### src/design/ssrs_pkg.sv
// ----------------------------------------------------------------------------
// ssrs_pkg
// shared constants for the secondary structure run segmenter: register
// indexes, reset values, region kinds and default sizing
// ----------------------------------------------------------------------------
package ssrs_pkg;

  // default chain length limit
  localparam int MAX_RESIDUES_DEF = 4096;

  // default region field widths: starts stop at the limit minus one, ends reach it
  localparam int POS_W_DEF = $clog2(MAX_RESIDUES_DEF);
  localparam int END_W_DEF = $clog2(MAX_RESIDUES_DEF + 1);

  // configuration port
  localparam int CFG_IDX_W = 3;

  localparam logic [CFG_IDX_W-1:0] REG_HELIX_ENTER_THR = 3'd0;
  localparam logic [CFG_IDX_W-1:0] REG_HELIX_CORE_THR  = 3'd1;
  localparam logic [CFG_IDX_W-1:0] REG_HELIX_MIN_CORE  = 3'd2;
  localparam logic [CFG_IDX_W-1:0] REG_STRAND_MIN_LEN  = 3'd3;
  localparam logic [CFG_IDX_W-1:0] REG_STRAND_MIN_BOND = 3'd4;

  // probability fraction width
  localparam int PROB_W = 16;

  // reset values of the registers
  localparam logic [PROB_W-1:0] HELIX_ENTER_THR_RST = 16'd32768;
  localparam logic [PROB_W-1:0] HELIX_CORE_THR_RST  = 16'd49152;
  localparam int HELIX_MIN_CORE_RST  = 4;
  localparam int STRAND_MIN_LEN_RST  = 3;
  localparam int STRAND_MIN_BOND_RST = 2;

  // region kinds
  localparam logic KIND_HELIX  = 1'b0;
  localparam logic KIND_STRAND = 1'b1;

endpackage

### src/design/ssrs_in_if.sv
// ----------------------------------------------------------------------------
// ssrs_in_if
// residue channel: one word per residue
// ----------------------------------------------------------------------------
interface ssrs_in_if;
  logic                       valid;
  logic                       ready;
  logic [ssrs_pkg::PROB_W-1:0] helix_prob;
  logic                       has_profile;
  logic                       strand_bonded;
  logic                       last_residue;

  modport src (output valid, output helix_prob, output has_profile,
               output strand_bonded, output last_residue, input ready);
  modport snk (input valid, input helix_prob, input has_profile,
               input strand_bonded, input last_residue, output ready);
endinterface

### src/design/ssrs_out_if.sv
// ----------------------------------------------------------------------------
// ssrs_out_if
// region channel: one word per closed region
// ----------------------------------------------------------------------------
interface ssrs_out_if #(
  parameter int POS_W = ssrs_pkg::POS_W_DEF,
  parameter int END_W = ssrs_pkg::END_W_DEF
);
  logic             valid;
  logic             ready;
  logic             region_kind;
  logic [POS_W-1:0] region_start;
  logic [END_W-1:0] region_end;
  logic             last_of_item;

  modport src (output valid, output region_kind, output region_start,
               output region_end, output last_of_item, input ready);
  modport snk (input valid, input region_kind, input region_start,
               input region_end, input last_of_item, output ready);
endinterface

### src/design/ssrs_cfg_if.sv
// ----------------------------------------------------------------------------
// ssrs_cfg_if
// register write channel: index and data
// ----------------------------------------------------------------------------
interface ssrs_cfg_if #(
  parameter int DATA_W = 16
);
  logic                          valid;
  logic                          ready;
  logic [ssrs_pkg::CFG_IDX_W-1:0] index;
  logic [DATA_W-1:0]             data;

  modport src (output valid, output index, output data, input ready);
  modport snk (input valid, input index, input data, output ready);
endinterface

### src/design/secondary_structure_run_segmenter.sv
// ----------------------------------------------------------------------------
// secondary_structure_run_segmenter
// tracks one helix run and one strand run over a residue stream and emits
// each region as it closes, helix before strand when both close together
// ----------------------------------------------------------------------------
//
//  channel   dir  handshake       word
//  in_bus    in   valid / ready   helix_prob, has_profile, strand_bonded,
//                                 last_residue
//  out_bus   out  valid / ready   region_kind, region_start, region_end,
//                                 last_of_item
//  cfg_bus   in   valid / ready   index, data (ready always high)
//
//  one residue is taken per cycle while in_bus.ready is high; its run state
//  is updated in the same cycle and the zero, one or two regions it closes go
//  into a four-word result queue; the queue drains one region per cycle, so
//  the output side sets the rate when many residues close two regions each
//  in_bus.ready is high while the queue has room for two words
//  rst_n is synchronous, active low: clears run state, queue and registers
//  to their reset values
//
module secondary_structure_run_segmenter #(
  parameter int MAX_RESIDUES = ssrs_pkg::MAX_RESIDUES_DEF
) (
  input  logic           clk,
  input  logic           rst_n,
  ssrs_in_if.snk         in_bus,
  ssrs_out_if.src        out_bus,
  ssrs_cfg_if.snk        cfg_bus
);

  // counts reach MAX_RESIDUES, positions stop at MAX_RESIDUES-1
  localparam int IDX_W = $clog2(MAX_RESIDUES + 1);
  localparam int POS_W = $clog2(MAX_RESIDUES);
  localparam int PW    = ssrs_pkg::PROB_W;
  localparam logic [IDX_W-1:0] MAX_CNT  = IDX_W'(MAX_RESIDUES);
  localparam logic [POS_W-1:0] LAST_POS = POS_W'(MAX_RESIDUES - 1);

  // result queue
  localparam int QDEPTH = 4;
  localparam int QA_W   = $clog2(QDEPTH);
  localparam int QC_W   = $clog2(QDEPTH + 1);

  typedef struct packed {
    logic             kind;
    logic [POS_W-1:0] start;
    logic [IDX_W-1:0] stop;
    logic             last;
  } result_t;

  function automatic logic [IDX_W-1:0] sat_inc(input logic [IDX_W-1:0] v);
    return (v < MAX_CNT) ? v + 1'b1 : MAX_CNT;
  endfunction

  // exclusive end, saturated at the chain limit
  function automatic logic [IDX_W-1:0] region_stop(input logic [POS_W-1:0] s,
                                                   input logic [IDX_W-1:0] l);
    logic [IDX_W:0] sum;
    sum = {1'b0, IDX_W'(s)} + {1'b0, l};
    return (sum > {1'b0, MAX_CNT}) ? MAX_CNT : sum[IDX_W-1:0];
  endfunction

  // --------------------------------------------------------------------------
  // configuration registers
  // --------------------------------------------------------------------------
  logic [PW-1:0]    enter_thr_r, core_thr_r;
  logic [IDX_W-1:0] min_core_r, min_len_r, min_bond_r;

  assign cfg_bus.ready = 1'b1;

  always_ff @(posedge clk) begin
    if (!rst_n) begin
      enter_thr_r <= ssrs_pkg::HELIX_ENTER_THR_RST;
      core_thr_r  <= ssrs_pkg::HELIX_CORE_THR_RST;
      min_core_r  <= IDX_W'(ssrs_pkg::HELIX_MIN_CORE_RST);
      min_len_r   <= IDX_W'(ssrs_pkg::STRAND_MIN_LEN_RST);
      min_bond_r  <= IDX_W'(ssrs_pkg::STRAND_MIN_BOND_RST);
    end else if (cfg_bus.valid) begin
      unique case (cfg_bus.index)
        ssrs_pkg::REG_HELIX_ENTER_THR: enter_thr_r <= cfg_bus.data[PW-1:0];
        ssrs_pkg::REG_HELIX_CORE_THR:  core_thr_r  <= cfg_bus.data[PW-1:0];
        ssrs_pkg::REG_HELIX_MIN_CORE:  min_core_r  <= cfg_bus.data[IDX_W-1:0];
        ssrs_pkg::REG_STRAND_MIN_LEN:  min_len_r   <= cfg_bus.data[IDX_W-1:0];
        ssrs_pkg::REG_STRAND_MIN_BOND: min_bond_r  <= cfg_bus.data[IDX_W-1:0];
        default: ;  // unknown index ignored
      endcase
    end
  end

  // --------------------------------------------------------------------------
  // run state
  // --------------------------------------------------------------------------
  logic [IDX_W-1:0] idx_r, idx_nxt;
  logic             h_open_r, h_open_nxt;
  logic [POS_W-1:0] h_start_r, h_start_nxt;
  logic [IDX_W-1:0] h_len_r, h_len_nxt;
  logic [IDX_W-1:0] h_core_r, h_core_nxt;
  logic             s_open_r, s_open_nxt;
  logic [POS_W-1:0] s_start_r, s_start_nxt;
  logic [IDX_W-1:0] s_len_r, s_len_nxt;
  logic [IDX_W-1:0] s_bond_r, s_bond_nxt;
  logic             prev_bond_r, prev_bond_nxt;

  // queue
  result_t         q_r [QDEPTH];
  logic [QA_W-1:0] wr_ptr_r, rd_ptr_r;
  logic [QC_W-1:0] cnt_r;

  logic in_fire, out_fire;
  assign in_bus.ready = (cnt_r <= QC_W'(QDEPTH - 2));
  assign in_fire      = in_bus.valid && in_bus.ready;
  assign out_fire     = out_bus.valid && out_bus.ready;

  // per residue step
  logic [POS_W-1:0] pos;
  logic             h_hit, h_close, h_emit, h_flush, h_res;
  logic             s_close, s_emit, s_flush, s_res;
  logic [IDX_W-1:0] h_len_out, s_len_out;
  logic             h_open1, s_open1;
  logic [POS_W-1:0] h_start1, s_start1;
  logic [IDX_W-1:0] h_len1, h_core1, s_len1, s_bond1;
  result_t          h_word, s_word, w0, w1;
  logic [1:0]       push_n;

  always_comb begin
    pos = (idx_r < MAX_CNT) ? idx_r[POS_W-1:0] : LAST_POS;

    // helix: residues without a profile leave the run untouched
    h_hit   = in_bus.has_profile && (in_bus.helix_prob > enter_thr_r);
    h_close = in_bus.has_profile && !h_hit;
    h_emit  = h_close && h_open_r && (h_core_r >= min_core_r);

    h_open1  = h_open_r;
    h_start1 = h_start_r;
    h_len1   = h_len_r;
    h_core1  = h_core_r;
    if (h_hit) begin
      if (!h_open_r) begin
        h_start1 = pos;
        h_len1   = '0;
        h_core1  = '0;
      end
      h_open1 = 1'b1;
      h_len1  = sat_inc(h_len1);
      if (in_bus.helix_prob > core_thr_r) h_core1 = sat_inc(h_core1);
    end else if (h_close) begin
      h_open1 = 1'b0;
      h_len1  = '0;
      h_core1 = '0;
    end

    // strand: one unbonded residue after a bonded one is bridged
    s_close = !in_bus.strand_bonded && s_open_r && !prev_bond_r;
    s_emit  = s_close && (s_len_r >= min_len_r) && (s_bond_r >= min_bond_r);

    s_open1  = s_open_r;
    s_start1 = s_start_r;
    s_len1   = s_len_r;
    s_bond1  = s_bond_r;
    if (in_bus.strand_bonded) begin
      if (!s_open_r) begin
        s_start1 = pos;
        s_len1   = '0;
        s_bond1  = '0;
      end
      s_open1 = 1'b1;
      s_len1  = sat_inc(s_len1);
      s_bond1 = sat_inc(s_bond1);
    end else if (s_open_r) begin
      if (prev_bond_r) begin
        s_len1 = sat_inc(s_len1);
      end else begin
        s_open1 = 1'b0;
        s_len1  = '0;
        s_bond1 = '0;
      end
    end

    // chain end flush, strand needs strictly more bonded residues here
    h_flush = in_bus.last_residue && h_open1 && (h_core1 >= min_core_r);
    s_flush = in_bus.last_residue && s_open1 && (s_len1 >= min_len_r)
              && (s_bond1 > min_bond_r);

    // a run closed mid-residue is no longer open, so at most one of each kind
    h_res     = h_emit || h_flush;
    s_res     = s_emit || s_flush;
    h_len_out = h_emit ? h_len_r : h_len1;
    s_len_out = s_emit ? s_len_r : s_len1;

    h_word.kind  = ssrs_pkg::KIND_HELIX;
    h_word.start = h_start1;
    h_word.stop  = region_stop(h_start1, h_len_out);
    h_word.last  = !s_res;
    s_word.kind  = ssrs_pkg::KIND_STRAND;
    s_word.start = s_start1;
    s_word.stop  = region_stop(s_start1, s_len_out);
    s_word.last  = 1'b1;

    w0     = h_res ? h_word : s_word;
    w1     = s_word;
    push_n = in_fire ? ({1'b0, h_res} + {1'b0, s_res}) : 2'd0;

    // next state
    if (in_bus.last_residue) begin
      idx_nxt       = '0;
      h_open_nxt    = 1'b0;
      h_start_nxt   = '0;
      h_len_nxt     = '0;
      h_core_nxt    = '0;
      s_open_nxt    = 1'b0;
      s_start_nxt   = '0;
      s_len_nxt     = '0;
      s_bond_nxt    = '0;
      prev_bond_nxt = 1'b0;
    end else begin
      idx_nxt       = sat_inc(idx_r);
      h_open_nxt    = h_open1;
      h_start_nxt   = h_start1;
      h_len_nxt     = h_len1;
      h_core_nxt    = h_core1;
      s_open_nxt    = s_open1;
      s_start_nxt   = s_start1;
      s_len_nxt     = s_len1;
      s_bond_nxt    = s_bond1;
      prev_bond_nxt = in_bus.strand_bonded;
    end
  end

  always_ff @(posedge clk) begin
    if (!rst_n) begin
      idx_r       <= '0;
      h_open_r    <= 1'b0;
      h_start_r   <= '0;
      h_len_r     <= '0;
      h_core_r    <= '0;
      s_open_r    <= 1'b0;
      s_start_r   <= '0;
      s_len_r     <= '0;
      s_bond_r    <= '0;
      prev_bond_r <= 1'b0;
    end else if (in_fire) begin
      idx_r       <= idx_nxt;
      h_open_r    <= h_open_nxt;
      h_start_r   <= h_start_nxt;
      h_len_r     <= h_len_nxt;
      h_core_r    <= h_core_nxt;
      s_open_r    <= s_open_nxt;
      s_start_r   <= s_start_nxt;
      s_len_r     <= s_len_nxt;
      s_bond_r    <= s_bond_nxt;
      prev_bond_r <= prev_bond_nxt;
    end
  end

  // --------------------------------------------------------------------------
  // result queue, up to two words in and one word out per cycle
  // --------------------------------------------------------------------------
  always_ff @(posedge clk) begin
    if (push_n != 2'd0) q_r[wr_ptr_r] <= w0;
    if (push_n == 2'd2) q_r[wr_ptr_r + 1'b1] <= w1;
  end

  always_ff @(posedge clk) begin
    if (!rst_n) begin
      wr_ptr_r <= '0;
      rd_ptr_r <= '0;
      cnt_r    <= '0;
    end else begin
      wr_ptr_r <= wr_ptr_r + QA_W'(push_n);
      if (out_fire) rd_ptr_r <= rd_ptr_r + 1'b1;
      cnt_r <= cnt_r + QC_W'(push_n) - QC_W'(out_fire);
    end
  end

  assign out_bus.valid        = (cnt_r != '0);
  assign out_bus.region_kind  = q_r[rd_ptr_r].kind;
  assign out_bus.region_start = q_r[rd_ptr_r].start;
  assign out_bus.region_end   = q_r[rd_ptr_r].stop;
  assign out_bus.last_of_item = q_r[rd_ptr_r].last;

  // --------------------------------------------------------------------------
  // assertions
  // --------------------------------------------------------------------------
  a_queue_bound: assert property (@(posedge clk) disable iff (!rst_n)
    cnt_r <= QC_W'(QDEPTH))
    else $error("result queue overfilled");

  a_queue_ptrs: assert property (@(posedge clk) disable iff (!rst_n)
    cnt_r[QA_W-1:0] == QA_W'(wr_ptr_r - rd_ptr_r))
    else $error("queue count and pointers disagree");

  a_one_helix: assert property (@(posedge clk) disable iff (!rst_n)
    in_fire |-> !(h_emit && h_flush))
    else $error("helix closed and flushed on one residue");

  a_chain_clear: assert property (@(posedge clk) disable iff (!rst_n)
    in_fire && in_bus.last_residue |=> idx_r == '0 && !h_open_r && !s_open_r)
    else $error("state not cleared after chain end");

endmodule

### src/flat_wrapper.sv
// flat-port wrapper written by rule: the top's interface ports become plain ports
module secondary_structure_run_segmenter_flat 
#(
  parameter int MAX_RESIDUES = ssrs_pkg::MAX_RESIDUES_DEF
)
  (clk, rst_n, in_bus_valid, in_bus_helix_prob, in_bus_has_profile, in_bus_strand_bonded, in_bus_last_residue, in_bus_ready, out_bus_valid, out_bus_region_kind, out_bus_region_start, out_bus_region_end, out_bus_last_of_item, out_bus_ready, cfg_bus_valid, cfg_bus_index, cfg_bus_data, cfg_bus_ready);
  ssrs_in_if in_bus_i ();
  ssrs_out_if out_bus_i ();
  ssrs_cfg_if cfg_bus_i ();
  input  logic clk;
  input  logic rst_n;
  input wire logic [$bits(in_bus_i.valid)-1:0] in_bus_valid;
  input wire logic [$bits(in_bus_i.helix_prob)-1:0] in_bus_helix_prob;
  input wire logic [$bits(in_bus_i.has_profile)-1:0] in_bus_has_profile;
  input wire logic [$bits(in_bus_i.strand_bonded)-1:0] in_bus_strand_bonded;
  input wire logic [$bits(in_bus_i.last_residue)-1:0] in_bus_last_residue;
  output wire logic [$bits(in_bus_i.ready)-1:0] in_bus_ready;
  output wire logic [$bits(out_bus_i.valid)-1:0] out_bus_valid;
  output wire logic [$bits(out_bus_i.region_kind)-1:0] out_bus_region_kind;
  output wire logic [$bits(out_bus_i.region_start)-1:0] out_bus_region_start;
  output wire logic [$bits(out_bus_i.region_end)-1:0] out_bus_region_end;
  output wire logic [$bits(out_bus_i.last_of_item)-1:0] out_bus_last_of_item;
  input wire logic [$bits(out_bus_i.ready)-1:0] out_bus_ready;
  input wire logic [$bits(cfg_bus_i.valid)-1:0] cfg_bus_valid;
  input wire logic [$bits(cfg_bus_i.index)-1:0] cfg_bus_index;
  input wire logic [$bits(cfg_bus_i.data)-1:0] cfg_bus_data;
  output wire logic [$bits(cfg_bus_i.ready)-1:0] cfg_bus_ready;
  assign in_bus_i.valid = in_bus_valid;
  assign in_bus_i.helix_prob = in_bus_helix_prob;
  assign in_bus_i.has_profile = in_bus_has_profile;
  assign in_bus_i.strand_bonded = in_bus_strand_bonded;
  assign in_bus_i.last_residue = in_bus_last_residue;
  assign in_bus_ready = in_bus_i.ready;
  assign out_bus_valid = out_bus_i.valid;
  assign out_bus_region_kind = out_bus_i.region_kind;
  assign out_bus_region_start = out_bus_i.region_start;
  assign out_bus_region_end = out_bus_i.region_end;
  assign out_bus_last_of_item = out_bus_i.last_of_item;
  assign out_bus_i.ready = out_bus_ready;
  assign cfg_bus_i.valid = cfg_bus_valid;
  assign cfg_bus_i.index = cfg_bus_index;
  assign cfg_bus_i.data = cfg_bus_data;
  assign cfg_bus_ready = cfg_bus_i.ready;
  secondary_structure_run_segmenter #(.MAX_RESIDUES(MAX_RESIDUES)) u_core (.clk(clk), .rst_n(rst_n), .in_bus(in_bus_i), .out_bus(out_bus_i), .cfg_bus(cfg_bus_i));
endmodule
### config.mk
export PLATFORM = sky130hd
export DESIGN_NAME = secondary_structure_run_segmenter_flat
export DESIGN_NICKNAME = d
export VERILOG_FILES = /design/src/design/ssrs_pkg.sv /design/src/design/ssrs_in_if.sv /design/src/design/ssrs_out_if.sv /design/src/design/ssrs_cfg_if.sv /design/src/design/secondary_structure_run_segmenter.sv /design/src/flat_wrapper.sv
export SDC_FILE = /design/constraint.sdc
export NUM_CORES = 1
export LEC_CHECK = 0
export BUFFER_PORTS_ARGS = -buffer_cell sky130_fd_sc_hd__buf_4
export CAP_MARGIN = 15
export CORE_ASPECT_RATIO = 1.2
export CORE_UTILIZATION = 30
export DETAILED_ROUTE_END_ITERATION = 12
export GPL_ROUTABILITY_DRIVEN = 1
export MAX_ROUTING_LAYER = met4
export PLACE_DENSITY = 0.48
export SLEW_MARGIN = 10
export SYNTH_ARGS = -nofsm -noshare
export SYNTH_HDL_FRONTEND = slang
export SYNTH_SLANG_ARGS = --single-unit
### constraint.sdc
create_clock -name clk -period 19 [get_ports clk]
set_input_delay 3.8 -clock clk [delete_from_list [all_inputs] [get_ports clk]]
set_output_delay 3.8 -clock clk [all_outputs]
set_load 0.05 [all_outputs]
==> results.yml, run 1 <==
cts:
  clock-sinks: 280
  cts_root_buf: "clkbuf_16"
  cts_tree: "built"
  path_clk_slew_ns: 0.06
  numCtsBuffers: 35
  post_cts_resize_count: 0
  post_cts_buffers: 0
  h-tree-depth: 2
  ctsHoldBuffers: 0
  clock_latency_ns: 0.54
  clk_path_buf_depth: 3
timing:
  period_needed_ns: 10.66
  rsz0062_at_grt: "false"
  max_freq_mhz: 93.8
  period_share_pct: 56.1
  finalHoldViolations: 0
  setup_viol: 0
  hold_slack_ns: 0.451
  tns_ns: 0
  slew-limit-headroom_pct: 21.7
  fin_skew_ns: 0.0167
  worst_pin_slew_ns: 1.16
  slew_violations: 0
final_layout:
  regArea_mm2: 0.00661
  layout-drive-gt1-share_pct: 10.3
  fillers: 6029
  area_growth_pct: 13.5
  utilization_pct: 34.5
  multiInputGateArea_mm2: 0.0103
  final_nets: 2259
  final_cell_mix: "260 x nand2_1, 184 x a21oi_1, 179 x dfxtp_1"
  final_common_cell: "nand2_1"
  final_area_mm2: 0.0202
pwr:
  p_per_area_mw_per_mm2: 78.1
  switching_share_pct: 28.4
  p_int_mw: 1.13
  seq_power_share_pct: 41.3
  ir_drop_uv: 55.2
  leakage_nw: 7.39
  netSwitchingPower_mw: 0.447
  p_comb_share_pct: 15.2
  p_clk_share_pct: 43.5
worst_setup_path:
  r2r_end: "u_core.q_r[0][7]"
  ff2ff_path_depth: 25
  cp.arrival_ns: 11.03
  crit_type: "input pin to flip-flop"
  crit_fanout: 21
  reg2reg_slack_ns: 11.34
  critical_path.endpoint_type: "flip-flop"
  r2r-start: "u_core.enter_thr_r[7]"
  critPathLaunchType: "input pin"
  endpoint: "u_core.q_r[0][7]"
  startpoint: "in_bus_helix_prob[7]"
  required_ns: 19.37
placed_design:
  port_buffers: 71
  placed_cell_area_mm2: 0.0189
  gp_congestion: 0.875
  place_hpwl_mm: 40.5
outcome:
  status: "complete, no violations"
synth:
  netlist_instances: 2057
  synth-seq-area-share_pct: 37.2
  syn-num-nets: 2249
  yosysUniqueCellTypes: 82
  ys_top_cells_by_area: "dfxtp_1 20%, edfxtp_1 17%, ha_1 10%"
  yosysTopAreaCell: "dfxtp_1"
  synth_top_area_share_pct: 20.3
  ys_async_sr_fraction_pct: 0
  synth_ff_type: "dfxtp_1"
  avgSynthCellArea_um2: 8.63
  synth_edf_count: 100
  syn_area_mm2: 0.0177
  ys.warnings.count: 0
  ys_ff_latch: 280
die:
  core_area_mm2: 0.0584
  dieArea_mm2: 0.0601
  start_util_pct: 30.4
  die_y_um: 268
  pin_count: 73
  die_w_um: 224
  num_rows: 97
route:
  vias_per_cell: 5.43
  vias: 15700
  drt-pass1-iter-count: 5
  route.detailed.drc: 0
  ant_nets: 0
  wl_per_cell_um: 19.4
  wl_mm: 55.9
  dr.first_iter.drc_count: 1085
run:
  cap_violations: 0
grt:
  grt_pass1_vias: 15400
  grt.overflow.total: 0
  grt_max_degree: 92
  track_usage_pct: 19.1
  antenna_found_initial: 1
  grt_pass1_wl_mm: 87.5
min_path:
  hold_class: "flip-flop to flip-flop"
## through the flow
| step | std cells | power (mW) | setup slack [ns] |
|---|---|---|---|
| after floorplan | 2057 | 0.826 | 9.23 |
| after global placement | 2821 | 0.902 | 7.77 |
| after detailed placement | 2821 | 0.905 | 7.64 |
| after CTS | 2882 | 1.59 | 8.19 |
| after global routing | 2884 | 1.63 | 7.65 |
| final | 2884 | 1.57 | 8.34 |
## critical path, stage by stage
cell	delay, ns
buf_4	0.12
ha_1	0.31
and4_1	0.25
nand4_1	0.16
a21oi_1	0.20
o31a_1	0.41
nand2_1	0.32
nor4_2	0.64
o21ai_0	0.17
a21boi_0	0.27
or2_2	0.16
ha_1	0.22
and4_1	0.24
a211o_1	0.29
o311a_1	0.35
o21ai_0	0.30
o311ai_4	0.16
buf_4	0.23
ha_1	0.41
nor2_1	0.06
nor2_1	0.23
nand2_1	0.54
o21ai_0	0.38
o211ai_1	0.44
o22ai_1	0.33
## synthesized netlist by cell type (all sizes together) (11+ instances only)
library cell,count
xnor2,14
a22o,11
and2,15
nor4,17
buf,11
o211ai,24
and4,16
edfxtp,100
clkbuf,103
a21oi,184
o32ai,30
ha,146
nor2,178
o22ai,67
nor3,37
a2bb2oi,12
mux2,19
nand3,54
a22oi,29
a21o,28
a31oi,15
and3,32
o21a,15
xor2,19
nand4,19
inv,120
o21ai,122
dfxtp,180
or2,11
nand2,261
nor2b,21
mux4,27
## sequential cells by signal (all words and copies together) (netlist names), 3 cells and up, named ones only
register,flops
u_core.h_core_r,13
u_core.min_core_r,13
u_core.min_len_r,13
u_core.enter_thr_r,16
u_core.min_bond_r,13
u_core.cnt_r,3
u_core.s_start_r,12
u_core.idx_r,13
u_core.s_bond_r,13
u_core.core_thr_r,16
u_core.q_r,108
u_core.h_len_r,13
u_core.s_len_r,13
u_core.h_start_r,12
## worst min path at each step
| stage | endpoint | slack (ns) | cells after the start | from |
|---|---|---|---|---|
| after floorplan | u_core.core_thr_r[10] | 0.44 | 2 | u_core.core_thr_r[10] |
| final | u_core.min_len_r[8] | 0.45 | 2 | u_core.min_len_r[8] |
| after global routing | u_core.min_bond_r[4] | 0.47 | 2 | u_core.min_bond_r[4] |
| after detailed placement | u_core.min_len_r[8] | 0.45 | 2 | u_core.min_len_r[8] |
| after global placement | u_core.min_len_r[10] | 0.44 | 2 | u_core.min_len_r[10] |
| after CTS | u_core.min_len_r[8] | 0.45 | 2 | u_core.min_len_r[8] |
## area by class of cell
cell class / count / share of cell area, %
Antenna cell: 1 / 0.0124
Clock inverter: 17 / 0.931
Inverter: 121 / 2.29
Timing Repair Buffer: 87 / 3.34
Multi-Input combinational cell: 1542 / 50.9
Sequential cell: 280 / 32.8
Tap cell: 792 / 4.92
Clock buffer: 44 / 4.82
## cell families after synthesis
group                      share of synthesized area (%)
and+or+nand+nor                                     18.0
AOI/OAI and AO/OA                                   22.4
DFF                                                 37.2
buffers and inverters                               5.11
adders and majority gates                           10.6
muxes                                               4.91
xor gates and xnor gates                            1.63
other                                             0.0211
## power groups by stage
stage	registers (mW)	logic (mW)	clock network, mW
final	0.650	0.239	0.684
after global placement	0.664	0.238	0
after floorplan	0.646	0.180	0
after global routing	0.654	0.259	0.720
after detailed placement	0.664	0.241	0
after CTS	0.651	0.241	0.702
## layer usage
layer | share of wire [%] | global-route usage [%] | vias up
li1 | - | - | 7608
met1 | 43 | 22.3 | 7597
met2 | 50 | 33.4 | 370
met3 | 4.4 | 2.76 | 95
met4 | 3.0 | 6.65 | 0
met5 | 0 | - | -
Note: power is estimated with default switching activity, not from simulation.
==> run 2, diff against run 1 <==
- PLACE_DENSITY: 0.48 -> 0.49
- clock period: 19 -> 9.3 ns (I/O delays scaled with it)
==> run 2 against run 1 <==
Critical path depth shrank 1; first-iteration DRC count is 7.2% lower; global-route usage increased by 0.15 points.
==> results.yml, run 2 (same netlist as run 1, synthesis figures left out) <==
final_layout:
  reg.largest.list: "u_core.q_r x108, u_core.core_thr_r x16, u_core.enter_thr_r x16"
  final_nets: 2270
  final_cell_mix: "260 x nand2_1, 184 x a21oi_1, 179 x dfxtp_1"
  layout.cells.non_filler: 2897
  final_common_cell: "nand2_1"
  largest_reg_flops: 108
  area_growth_pct: 14.4
  num_antenna_cells: 0
  final_area_mm2: 0.0203
  fillers: 6060
  largest-register: "u_core.q_r"
  layout-drive-gt1-share_pct: 10.7
grt:
  grt_max_degree: 83
  antenna_found_initial: 1
  grt_pass1_vias: 15500
  grt.overflow.total: 0
  track_usage_pct: 19.3
  grt_pass1_wl_mm: 88.2
timing:
  max_freq_mhz: 121
  tns_ns: 0
  period_needed_ns: 8.26
  rsz0062_at_grt: "false"
  setup_viol: 0
  finalHoldViolations: 0
  period_share_pct: 88.8
  slew-limit-headroom_pct: 32.7
  fin_skew_ns: 0.0195
  worst_pin_slew_ns: 1.01
  slew_violations: 0
placed_design:
  port_buffers: 71
  placed_cell_area_mm2: 0.0191
  gp_congestion: 0.889
  place_hpwl_mm: 41.0
  dp_cells: 2832
min_path:
  hold_class: "flip-flop to flip-flop"
worst_setup_path:
  crit_type: "input pin to flip-flop"
  cp.arrival_ns: 8.63
  critical_path.endpoint_type: "flip-flop"
  required_ns: 9.67
  reg2reg_slack_ns: 2.08
  crit_fanout: 18
  critPathLaunchType: "input pin"
route:
  vias_per_cell: 5.40
  vias: 15600
  route.detailed.drc: 0
  ant_nets: 0
  dr.first_iter.drc_count: 1007
  wl_per_cell_um: 19.4
  wl_mm: 56.1
  drt-pass1-iter-count: 5
pwr:
  p_comb_share_pct: 14.8
  p_per_area_mw_per_mm2: 162
  power_mw: 3.29
  switching_share_pct: 28.5
  netSwitchingPower_mw: 0.939
  seq_power_share_pct: 40.3
  leakage_nw: 7.47
  p_clk_share_pct: 44.8
  p_int_mw: 2.35
  ir_drop_uv: 124
cts:
  path_clk_slew_ns: 0.06
  cts_root_buf: "clkbuf_16"
  cts_tree: "built"
  h-tree-depth: 2
  clk_path_buf_depth: 3
  post_cts_buffers: 0
  post_cts_resize_count: 0
  ctsHoldBuffers: 0
  clock_latency_ns: 0.56
  clock-sinks: 280
  numCtsBuffers: 36
die:
  num_rows: 97
  start_util_pct: 30.4
  pin_count: 73
  die_w_um: 224
  core_area_mm2: 0.0584
  die_y_um: 268
  dieArea_mm2: 0.0601
run:
  cap_violations: 0
outcome:
  status: "complete, no violations"
-- run 2: worst max-delay path: stages --
cell	delay [ns]
buf_4	0.12
ha_1	0.30
nand2_1	0.06
o21ai_0	0.36
a221o_1	0.25
o31a_1	0.35
nand2_1	0.32
nor4_2	0.63
o21ai_0	0.18
a21boi_0	0.26
or2_2	0.16
ha_1	0.22
and4_1	0.24
a211o_1	0.29
o311a_1	0.35
o21ai_0	0.31
o311ai_4	0.37
ha_1	0.52
nor2_1	0.06
nor2_1	0.27
nand2_1	0.11
o21ai_0	0.23
o211ai_1	0.44
o22ai_1	0.34
-- run 2: through the flow --
stage | hold WS, ns | setup slack [ns] | util (%)
final | 0.452 | 1.04 | 34.8
after global routing | 0.470 | 0.397 | 34.8
after CTS | 0.454 | 1.12 | 34.8
after detailed placement | 0.446 | 0.567 | 32.7
after global placement | 0.444 | 0.767 | 32.7
after floorplan | 0.436 | 1.47 | -
-- run 2: metal layers --
layer / wire length [um] / GRT usage [%] / up-vias
met3: 2520 / 2.42 / 72
met4: 1280 / 5.37 / 0
met1: 23900 / 22.6 / 7539
li1: - / - / 7639
met5: 0 / - / -
met2: 28400 / 34.5 / 390
-- run 2: power by group through the flow --
stage	sequential [mW]	combinational, mW	clock, mW
after floorplan	1.32	0.368	0
after global placement	1.36	0.487	0
after CTS	1.33	0.493	1.51
after global routing	1.34	0.529	1.55
final	1.33	0.489	1.48
after detailed placement	1.36	0.492	0
-- run 2: final cells by class --
class,count,area (um^2),area share [%]
Timing Repair Buffer,97,766,3.77
Multi-Input combinational cell,1542,10200,50.5
Sequential cell,280,6610,32.6
Clock buffer,49,1000,4.93
Clock inverter,16,225,1.11
Tap cell,792,991,4.88
Inverter,121,462,2.27
-- run 2: worst paths after layout --
kind | cells past startpoint | endpoint | start
setup / recovery | 24 | u_core.q_r[0][4] | in_bus_helix_prob[7]
setup reg to reg | 24 | u_core.q_r[0][4] | u_core.enter_thr_r[7]
hold / removal | 2 | u_core.min_core_r[10] | u_core.min_core_r[10]
hold reg to reg | 2 | u_core.min_core_r[10] | u_core.min_core_r[10]
